$ cat config.mk
export PLATFORM = sky130hd
export DESIGN_NAME = merge_sort_small_sum_top_flat
export DESIGN_NICKNAME = d
export VERILOG_FILES = /design/src/rtl/mss_pkg.sv /design/src/rtl/mss_if.sv /design/src/rtl/mss_sequencer.sv /design/src/rtl/merge_sort_small_sum_top.sv /design/src/flat_wrapper.sv
export SDC_FILE = /design/constraint.sdc
export NUM_CORES = 2
export LEC_CHECK = 0
export BUFFER_PORTS_ARGS = -buffer_cell sky130_fd_sc_hd__buf_2
export CAP_MARGIN = 25
export CORE_ASPECT_RATIO = 2
export CORE_MARGIN = 2
export CORE_UTILIZATION = 60
export DETAILED_ROUTE_END_ITERATION = 10
export GPL_TIMING_DRIVEN = 1
export PLACE_DENSITY = 0.76
export SLEW_MARGIN = 20
export SYNTH_ARGS = -nofsm -noshare
export SYNTH_HDL_FRONTEND = slang
export SYNTH_HIERARCHICAL = 1
export SYNTH_SLANG_ARGS = --single-unit
$ cat constraint.sdc
create_clock -name clk -period 7.3 [get_ports clk]
set_input_delay 1.46 -clock clk [delete_from_list [all_inputs] [get_ports clk]]
set_output_delay 1.46 -clock clk [all_outputs]
set_load 0.05 [all_outputs]
$ cat src/rtl/mss_pkg.sv
// shared types, constants and microcode table of the merge sort small sum block
package mss_pkg;

  localparam int MAX_ITEMS_DEF   = 32;
  localparam int VALUE_WIDTH_DEF = 16;
  localparam int SUM_WIDTH       = 25;

  // program labels, one per microcode step
  typedef enum logic [3:0] {
    ST_LOAD,
    ST_SORT_INIT,
    ST_PASS,
    ST_RUN,
    ST_READ,
    ST_MERGE,
    ST_RUN_NEXT,
    ST_PASS_NEXT,
    ST_OUT_INIT,
    ST_OUT_READ,
    ST_OUT_LOAD,
    ST_OUT_SEND,
    ST_OUT_TEST,
    ST_CLEAR
  } step_t;

  typedef enum logic [3:0] {
    OP_NONE,
    OP_LOAD,
    OP_SORT_INIT,
    OP_PASS_START,
    OP_RUN_START,
    OP_MERGE,
    OP_RUN_NEXT,
    OP_PASS_NEXT,
    OP_OUT_INIT,
    OP_OUT_LOAD,
    OP_CLEAR
  } op_t;

  typedef enum logic [2:0] {
    C_NEVER,
    C_ALWAYS,
    C_NOT_END,
    C_PASS_DONE,
    C_RUNS_DONE,
    C_RUN_MORE,
    C_OUT_WAIT,
    C_OUT_MORE
  } cond_t;

  typedef struct packed {
    logic  in_ready;
    logic  out_valid;
    op_t   op;
    cond_t cond;
    step_t target;
  } ctrl_t;

  typedef struct packed {
    logic end_beat;
    logic pass_done;
    logic runs_done;
    logic run_more;
    logic out_taken;
    logic out_more;
  } flags_t;

  function automatic ctrl_t ucode(step_t s);
    ctrl_t c;
    c = '{in_ready: 1'b0, out_valid: 1'b0, op: OP_NONE, cond: C_NEVER, target: ST_LOAD};
    unique case (s)
      ST_LOAD: begin
        c.in_ready = 1'b1;
        c.op       = OP_LOAD;
        c.cond     = C_NOT_END;
        c.target   = ST_LOAD;
      end
      ST_SORT_INIT: c.op = OP_SORT_INIT;
      ST_PASS: begin
        c.op     = OP_PASS_START;
        c.cond   = C_PASS_DONE;
        c.target = ST_OUT_INIT;
      end
      ST_RUN: begin
        c.op     = OP_RUN_START;
        c.cond   = C_RUNS_DONE;
        c.target = ST_PASS_NEXT;
      end
      ST_READ: c.op = OP_NONE;
      ST_MERGE: begin
        c.op     = OP_MERGE;
        c.cond   = C_RUN_MORE;
        c.target = ST_READ;
      end
      ST_RUN_NEXT: begin
        c.op     = OP_RUN_NEXT;
        c.cond   = C_ALWAYS;
        c.target = ST_RUN;
      end
      ST_PASS_NEXT: begin
        c.op     = OP_PASS_NEXT;
        c.cond   = C_ALWAYS;
        c.target = ST_PASS;
      end
      ST_OUT_INIT: c.op = OP_OUT_INIT;
      ST_OUT_READ: c.op = OP_NONE;
      ST_OUT_LOAD: c.op = OP_OUT_LOAD;
      ST_OUT_SEND: begin
        c.out_valid = 1'b1;
        c.cond      = C_OUT_WAIT;
        c.target    = ST_OUT_SEND;
      end
      ST_OUT_TEST: begin
        c.cond   = C_OUT_MORE;
        c.target = ST_OUT_READ;
      end
      ST_CLEAR: begin
        c.op     = OP_CLEAR;
        c.cond   = C_ALWAYS;
        c.target = ST_LOAD;
      end
      default: begin
        c.cond   = C_ALWAYS;
        c.target = ST_LOAD;
      end
    endcase
    return c;
  endfunction

endpackage

$ cat src/rtl/mss_if.sv
// item and result channel interfaces
interface mss_in_if import mss_pkg::*; #(
  parameter int VALUE_WIDTH = VALUE_WIDTH_DEF
);
  logic                          valid;
  logic                          ready;
  logic signed [VALUE_WIDTH-1:0] value;
  logic                          last;

  modport source (output valid, value, last, input ready);
  modport sink   (input valid, value, last, output ready);
endinterface

interface mss_out_if import mss_pkg::*; #(
  parameter int VALUE_WIDTH = VALUE_WIDTH_DEF
);
  logic                          valid;
  logic                          ready;
  logic signed [VALUE_WIDTH-1:0] sorted_value;
  logic signed [SUM_WIDTH-1:0]   small_sum;
  logic                          overflow;
  logic                          last_out;

  modport source (output valid, sorted_value, small_sum, overflow, last_out, input ready);
  modport sink   (input valid, sorted_value, small_sum, overflow, last_out, output ready);
endinterface

$ cat src/rtl/mss_sequencer.sv
// microcode sequencer: step counter, control store fetch and conditional jumps
module mss_sequencer import mss_pkg::*; (
  input  logic   clk,
  input  logic   rst,
  input  flags_t flags,
  output ctrl_t  ctrl
);

  step_t step, step_next;
  logic  hit;

  always_ff @(posedge clk) begin
    if (rst) begin
      step <= ST_LOAD;
    end else begin
      step <= step_next;
    end
  end

  // control word fetch
  always_comb begin
    ctrl = ucode(step);
  end

  // next step: jump on condition, else fall through
  always_comb begin
    unique case (ctrl.cond)
      C_NEVER:     hit = 1'b0;
      C_ALWAYS:    hit = 1'b1;
      C_NOT_END:   hit = !flags.end_beat;
      C_PASS_DONE: hit = flags.pass_done;
      C_RUNS_DONE: hit = flags.runs_done;
      C_RUN_MORE:  hit = flags.run_more;
      C_OUT_WAIT:  hit = !flags.out_taken;
      C_OUT_MORE:  hit = flags.out_more;
    endcase
    step_next = hit ? ctrl.target : step_t'(step + 4'd1);
  end

endmodule

$ cat src/rtl/merge_sort_small_sum_top.sv
// top level of the merge sort small sum block: datapath, ping-pong stores, sequencer
//
// usage
//   items:   valid/ready channel of signed values; a beat with last set closes the set
//   results: valid/ready channel, one beat per stored value in ascending order; the
//            final beat carries last_out, the small sum and the overflow flag
//   items are taken one per cycle while loading; beats past MAX_ITEMS are dropped
//   and reported through overflow on the final result
//   after the closing beat the set is merge-sorted bottom-up in ceil(log2 n) passes;
//   each pass alternates between two element stores; each element takes a registered
//   store read, then a compare and write, and each run and each pass add their own
//   start and advance steps
//   each result is read from the store, loaded into the result register, offered and
//   tested for more, and a further result is not read before the last was taken; a
//   stalled receiver holds the result register and the sequencer waits on it
//   no new item is taken until the last result of a set has gone
//   reset (synchronous, rst high) returns the sequencer to loading with an empty set
module merge_sort_small_sum_top import mss_pkg::*; #(
  parameter int MAX_ITEMS   = MAX_ITEMS_DEF,
  parameter int VALUE_WIDTH = VALUE_WIDTH_DEF
) (
  input  logic      clk,
  input  logic      rst,
  mss_in_if.sink    items,
  mss_out_if.source results
);

  localparam int CW = $clog2(MAX_ITEMS + 1);  // element counts and pointers
  localparam int AW = $clog2(MAX_ITEMS);      // store addresses
  localparam int LW = CW + 2;                 // run start and width, may overshoot n
  localparam int PW = VALUE_WIDTH + CW + 1;   // product of a value and a run length

  ctrl_t  ctrl;
  flags_t flags;

  // set state
  logic [CW-1:0]               count;
  logic                        dropped;
  logic signed [SUM_WIDTH-1:0] sum;
  logic                        src;      // store that holds the current order

  // merge pointers
  logic [LW-1:0] lo, w;
  logic [CW-1:0] p1, p2, k, mid, hi;

  // element stores, two read ports each
  logic [VALUE_WIDTH-1:0] store0 [MAX_ITEMS];
  logic [VALUE_WIDTH-1:0] store1 [MAX_ITEMS];
  logic [VALUE_WIDTH-1:0] rd_a0, rd_b0, rd_a1, rd_b1;
  logic                   we0, we1;
  logic [AW-1:0]          wr_addr;
  logic [VALUE_WIDTH-1:0] wr_data;

  // merge datapath
  logic signed [VALUE_WIDTH-1:0]  head_a, head_b;
  logic                           left_ok, right_ok, take_left;
  logic [CW-1:0]                  remain;
  logic signed [PW-1:0]           prod;
  logic [LW-1:0]                  lo_w, lo_2w;
  logic                           load_beat, store_room, fin;

  // result register
  logic                          res_valid;
  logic signed [VALUE_WIDTH-1:0] res_value;
  logic signed [SUM_WIDTH-1:0]   res_sum;
  logic                          res_over, res_last;

  mss_sequencer u_seq (
    .clk   (clk),
    .rst   (rst),
    .flags (flags),
    .ctrl  (ctrl)
  );

  assign items.ready          = ctrl.in_ready;
  assign res_valid            = ctrl.out_valid;
  assign results.valid        = res_valid;
  assign results.sorted_value = res_value;
  assign results.small_sum    = res_sum;
  assign results.overflow     = res_over;
  assign results.last_out     = res_last;

  assign load_beat  = items.valid && items.ready;
  assign store_room = count < CW'(MAX_ITEMS);

  // heads of the two runs, from the store being read
  assign head_a    = src ? rd_a1 : rd_a0;
  assign head_b    = src ? rd_b1 : rd_b0;
  assign left_ok   = p1 < mid;
  assign right_ok  = p2 < hi;
  // on equal heads the right run goes first
  assign take_left = left_ok && (!right_ok || (head_a < head_b));
  assign remain    = hi - p2;
  assign prod      = PW'(head_a) * PW'($signed({1'b0, remain}));

  assign lo_w  = lo + w;
  assign lo_2w = lo + (w << 1);
  assign fin   = ({1'b0, p1} + 1'b1) == {1'b0, count};

  // sequencer conditions
  assign flags.end_beat  = load_beat && items.last;
  assign flags.pass_done = w >= LW'(count);
  assign flags.runs_done = lo >= LW'(count);
  assign flags.run_more  = ({1'b0, k} + 1'b1) < {1'b0, hi};
  assign flags.out_taken = res_valid && results.ready;
  assign flags.out_more  = p1 < count;

  // store writes: loading fills store 0, a merge writes the store not being read
  always_comb begin
    we0     = 1'b0;
    we1     = 1'b0;
    wr_addr = k[AW-1:0];
    wr_data = take_left ? head_a : head_b;
    if (ctrl.op == OP_LOAD) begin
      we0     = load_beat && store_room;
      wr_addr = count[AW-1:0];
      wr_data = items.value;
    end else if (ctrl.op == OP_MERGE) begin
      we0 = src;
      we1 = !src;
    end
  end

  always_ff @(posedge clk) begin
    if (we0) begin
      store0[wr_addr] <= wr_data;
    end
    rd_a0 <= store0[p1[AW-1:0]];
    rd_b0 <= store0[p2[AW-1:0]];
  end

  always_ff @(posedge clk) begin
    if (we1) begin
      store1[wr_addr] <= wr_data;
    end
    rd_a1 <= store1[p1[AW-1:0]];
    rd_b1 <= store1[p2[AW-1:0]];
  end

  // control state of the set
  always_ff @(posedge clk) begin
    if (rst) begin
      count   <= '0;
      dropped <= 1'b0;
      sum     <= '0;
      src     <= 1'b0;
    end else begin
      case (ctrl.op)
        OP_LOAD: begin
          if (load_beat) begin
            src <= 1'b0;
            if (store_room) begin
              count <= count + 1'b1;
            end else begin
              dropped <= 1'b1;
            end
          end
        end
        OP_SORT_INIT: sum <= '0;
        OP_MERGE: begin
          // a smaller left head counts once for every right element still waiting
          if (take_left && right_ok) begin
            sum <= sum + SUM_WIDTH'(prod);
          end
        end
        OP_PASS_NEXT: src <= !src;
        OP_CLEAR: begin
          count   <= '0;
          dropped <= 1'b0;
          sum     <= '0;
        end
        default: ;
      endcase
    end
  end

  // pointers and result register
  always_ff @(posedge clk) begin
    case (ctrl.op)
      OP_SORT_INIT:  w  <= LW'(1);
      OP_PASS_START: lo <= '0;
      OP_RUN_START: begin
        mid <= (lo_w  < LW'(count)) ? lo_w[CW-1:0]  : count;
        hi  <= (lo_2w < LW'(count)) ? lo_2w[CW-1:0] : count;
        p1  <= lo[CW-1:0];
        p2  <= (lo_w < LW'(count)) ? lo_w[CW-1:0] : count;
        k   <= lo[CW-1:0];
      end
      OP_MERGE: begin
        k <= k + 1'b1;
        if (take_left) begin
          p1 <= p1 + 1'b1;
        end else begin
          p2 <= p2 + 1'b1;
        end
      end
      OP_RUN_NEXT:  lo <= lo_2w;
      OP_PASS_NEXT: w  <= w << 1;
      OP_OUT_INIT:  p1 <= '0;
      OP_OUT_LOAD: begin
        res_value <= head_a;
        res_sum   <= fin ? sum : '0;
        res_over  <= fin ? dropped : 1'b0;
        res_last  <= fin;
        p1        <= p1 + 1'b1;
      end
      default: ;
    endcase
  end

endmodule

$ cat src/flat_wrapper.sv
// flat-port wrapper written by rule: the top's interface ports become plain ports
module merge_sort_small_sum_top_flat import mss_pkg::*;
#(
  parameter int MAX_ITEMS   = MAX_ITEMS_DEF,
  parameter int VALUE_WIDTH = VALUE_WIDTH_DEF
)
  (clk, rst, items_valid, items_value, items_last, items_ready, results_valid, results_sorted_value, results_small_sum, results_overflow, results_last_out, results_ready);
  mss_in_if #(.VALUE_WIDTH(VALUE_WIDTH)) items_i ();
  mss_out_if #(.VALUE_WIDTH(VALUE_WIDTH)) results_i ();
  input  logic clk;
  input  logic rst;
  input wire logic [$bits(items_i.valid)-1:0] items_valid;
  input wire logic [$bits(items_i.value)-1:0] items_value;
  input wire logic [$bits(items_i.last)-1:0] items_last;
  output wire logic [$bits(items_i.ready)-1:0] items_ready;
  output wire logic [$bits(results_i.valid)-1:0] results_valid;
  output wire logic [$bits(results_i.sorted_value)-1:0] results_sorted_value;
  output wire logic [$bits(results_i.small_sum)-1:0] results_small_sum;
  output wire logic [$bits(results_i.overflow)-1:0] results_overflow;
  output wire logic [$bits(results_i.last_out)-1:0] results_last_out;
  input wire logic [$bits(results_i.ready)-1:0] results_ready;
  assign items_i.valid = items_valid;
  assign items_i.value = items_value;
  assign items_i.last = items_last;
  assign items_ready = items_i.ready;
  assign results_valid = results_i.valid;
  assign results_sorted_value = results_i.sorted_value;
  assign results_small_sum = results_i.small_sum;
  assign results_overflow = results_i.overflow;
  assign results_last_out = results_i.last_out;
  assign results_i.ready = results_ready;
  merge_sort_small_sum_top #(.MAX_ITEMS(MAX_ITEMS), .VALUE_WIDTH(VALUE_WIDTH)) u_core (.clk(clk), .rst(rst), .items(items_i), .results(results_i));
endmodule
==> results.md <==
* Slew at the pin with the worst max-slew slack at 1.23 ns
* Endpoints failing setup at 0
* Die H at 453 µm
* Post-detail-place hpwl at 112,000 µm
* TritonCTS buffer count at 103
* Gate power share at 32.3%
* # H-tree levels at 3
* Port Buffer Count at 65
* Sequential power share at 41.6%
* Tmin final at 6.65 ns
* Peak supply drop at 272 µV
* Avg Cell Area, Syn at around 18 µm²
* Via count at between 30k and 40k
* Pwr Density at 342 nW/µm²
* Multi-input logic area at 24,100 µm²
* Outcome: finished, final reports clean
* Syn Nets at 3,608
* CP Launch Point: u_core/hi[0]
* Post-CTS setup buffer count at 0
* Register Area at 35,400 µm²
* Maximum clock insertion buffer count at 3
* Total Power at 22.8 mW
* Post-CTS resize count at 0
* FP Rows at about 160
* Worst Path Arrival at 7.28 ns
* Total grt overflow at 0
* Routability cong. at roughly 0.96
* Sw frac at 33.5%
* Initial DRC count at 4,249
* Cells after Synth at 3,359
* Worst hold path startpoint: u_core/dropped
* Clock Latency Late Sink at 0.73 ns
* Vias in the first global route at roughly 37k
* Initial cell density of the core at 60.5%
* Clock power frac at 26.1%
* Clock slew at reported path FFs at 0.07 ns
* Max-cap violations at 0
* Static leakage at 22.1 nW
* Reg-to-Reg Start: u_core/hi[0]
* Core area at 99,900 µm²
* Hold Crit Class: reg -> reg
* Synth warn at 6
* Routed wire length at 175,000 µm
* Crit-path max FO at 13
* Area delta synth->final at 10.4%
* CTS root buf: clkbuf_16
* Initial antenna violation count at 10
* Fraction of layout cells with a size suffix above 1 at around a third
* CTS tree: done
* Fin. max-slew vios at 0
* Crit start category: register
* Sink Count at 1,213
* Worst Path Required at 7.92 ns
* CTS Hold Bufs at 0
* Horiz. Die Dim at 228 µm
* Slew margin rel. at 18.2%
* Period utilization at approximately nine tenths
* Worst clock skew at 0.0281 ns
* TNS Setup at 0 ns
* Placed instance area at 63,000 µm²
* Internal power at 15.2 mW
* Finished Cell Area at ~67,000 µm²
* Drt wl/cell at 36.1 µm
* RSZ-0062 raised after global routing: false
* Largest net degree at the start of global routing at 156
* Fillers at 6,421
* Fin. Hold Viols at 0
* Drt pass-1 iters at 6
* Post-route DRC at 0
* Synth Cell Area at 60,500 µm²
* GRT Total Usage at between 30% and 40%
* Top-level port count at 66
* Net Sw Power at 7.65 mW
* Fin nets at roughly 3.7k
* WS Path Type: reg -> reg
* Maximum clock frequency at 150 MHz
* Antenna-violating nets left at 0
* Worst Setup End Kind: register
* Drt via density at slightly above 7
* First-pass GRT wire length at 254,000 µm
* Die Area at just over 100,000 µm²
final cells by class:
cell class	count	area share (%)
clock buffer	126	4.14
clock inverter	70	1.33
tap	1328	2.49
timing repair buffer	167	2.02
sequential	1213	53.0
antenna	4	0.0150
multi-input combinational	1798	36.1
inverter	150	0.847
routing by layer:
layer | vias up | GRT usage (%) | share of wire, %
met4 | 8 | 28.1 | 9.4
met5 | - | 0 | 0.032
met2 | 2315 | 60.4 | 52
li1 | 13700 | - | -
met1 | 18200 | 37.5 | 30
met3 | 639 | 5.86 | 7.9
through the flow:
step | hold slack, ns | cells | utilization [%] | worst slack [ns]
floorplan | 0.432 | 3359 | - | 0.501
global placement | 0.458 | 4645 | 62.9 | 1.02
detailed placement | 0.454 | 4653 | 63.0 | 0.910
CTS | 0.473 | 4849 | 66.7 | 0.893
global route | 0.508 | 4853 | 66.8 | 0.539
finish | 0.469 | 4856 | 66.8 | 0.646
flip-flops by register name, summed over array words and instances (netlist names):
name,count
u_core/results.last_out,1
u_core/rd_a1,16
u_core/results.sorted_value,16
u_core/rd_a0,16
u_core/rd_b0,16
u_core/store1,512
u_core/hi,6
u_core/w,8
u_core/k,6
u_core/results.overflow,1
u_core/sum,25
u_core/src,1
u_core/rd_b1,16
u_core/u_seq/step,4
u_core/dropped,1
u_core/count,6
u_core/lo,7
u_core/p1,6
u_core/p2,6
u_core/mid,6
u_core/results.small_sum,25
u_core/store0,512
cells in the final DEF, fill, tap and decap left out, types with 17 or more instances in the layout:
cell          n
buf_2        66
nand2b_1     21
dfxtp_1     100
nor2_4       33
xnor2_1      40
edfxtp_1   1112
o21ai_0      43
a21o_1       21
nand3_1      35
buf_4        85
xor2_1       20
mux2_2       66
ha_1        131
bufinv_16    17
clkbuf_16   104
a21oi_1      63
fa_1         97
nor2_2       33
mux2i_1      42
mux4_2      640
nand2_1     216
and2_1       40
nor2b_1      21
inv_1       146
nor2_1       83
worst max-delay path, stage by stage (launching register included):
cell and delay [ns]:
edfxtp_1 0.40, inv_1 0.07, ha_1 0.13, inv_1 0.05
fa_1 0.93, nand2_1 0.19, fa_1 0.48, fa_1 0.49
fa_1 0.51, fa_1 0.49, inv_1 0.05, ha_1 0.34
o21ai_0 0.13, o21ai_0 0.32, a21oi_1 0.21, o31ai_1 0.89
a21oi_1 0.29, o21bai_1 0.25, mux2i_1 0.11, a31o_2 0.22
worst paths after layout:
path | cells after the start | to | slack [ns]
worst max-delay path | 19 | u_core/sum[17] | 0.65
worst max register to register | 19 | u_core/sum[17] | 0.65
worst min register to register | 2 | u_core/dropped | 0.47
worst min-delay path | 2 | u_core/dropped | 0.47
power groups by stage:
stage / clock, mW / combinational [mW] / sequential [mW]
3_5_place_dp: 0 / 7.08 / 9.64
3_3_place_gp: 0 / 6.69 / 9.62
2_1_floorplan: 0 / 4.52 / 9.76
4_1_cts: 6.02 / 7.13 / 9.49
6_report: 5.95 / 7.37 / 9.48
5_1_grt: 6.25 / 7.91 / 9.49
Power figures use the tool's default switching activity.
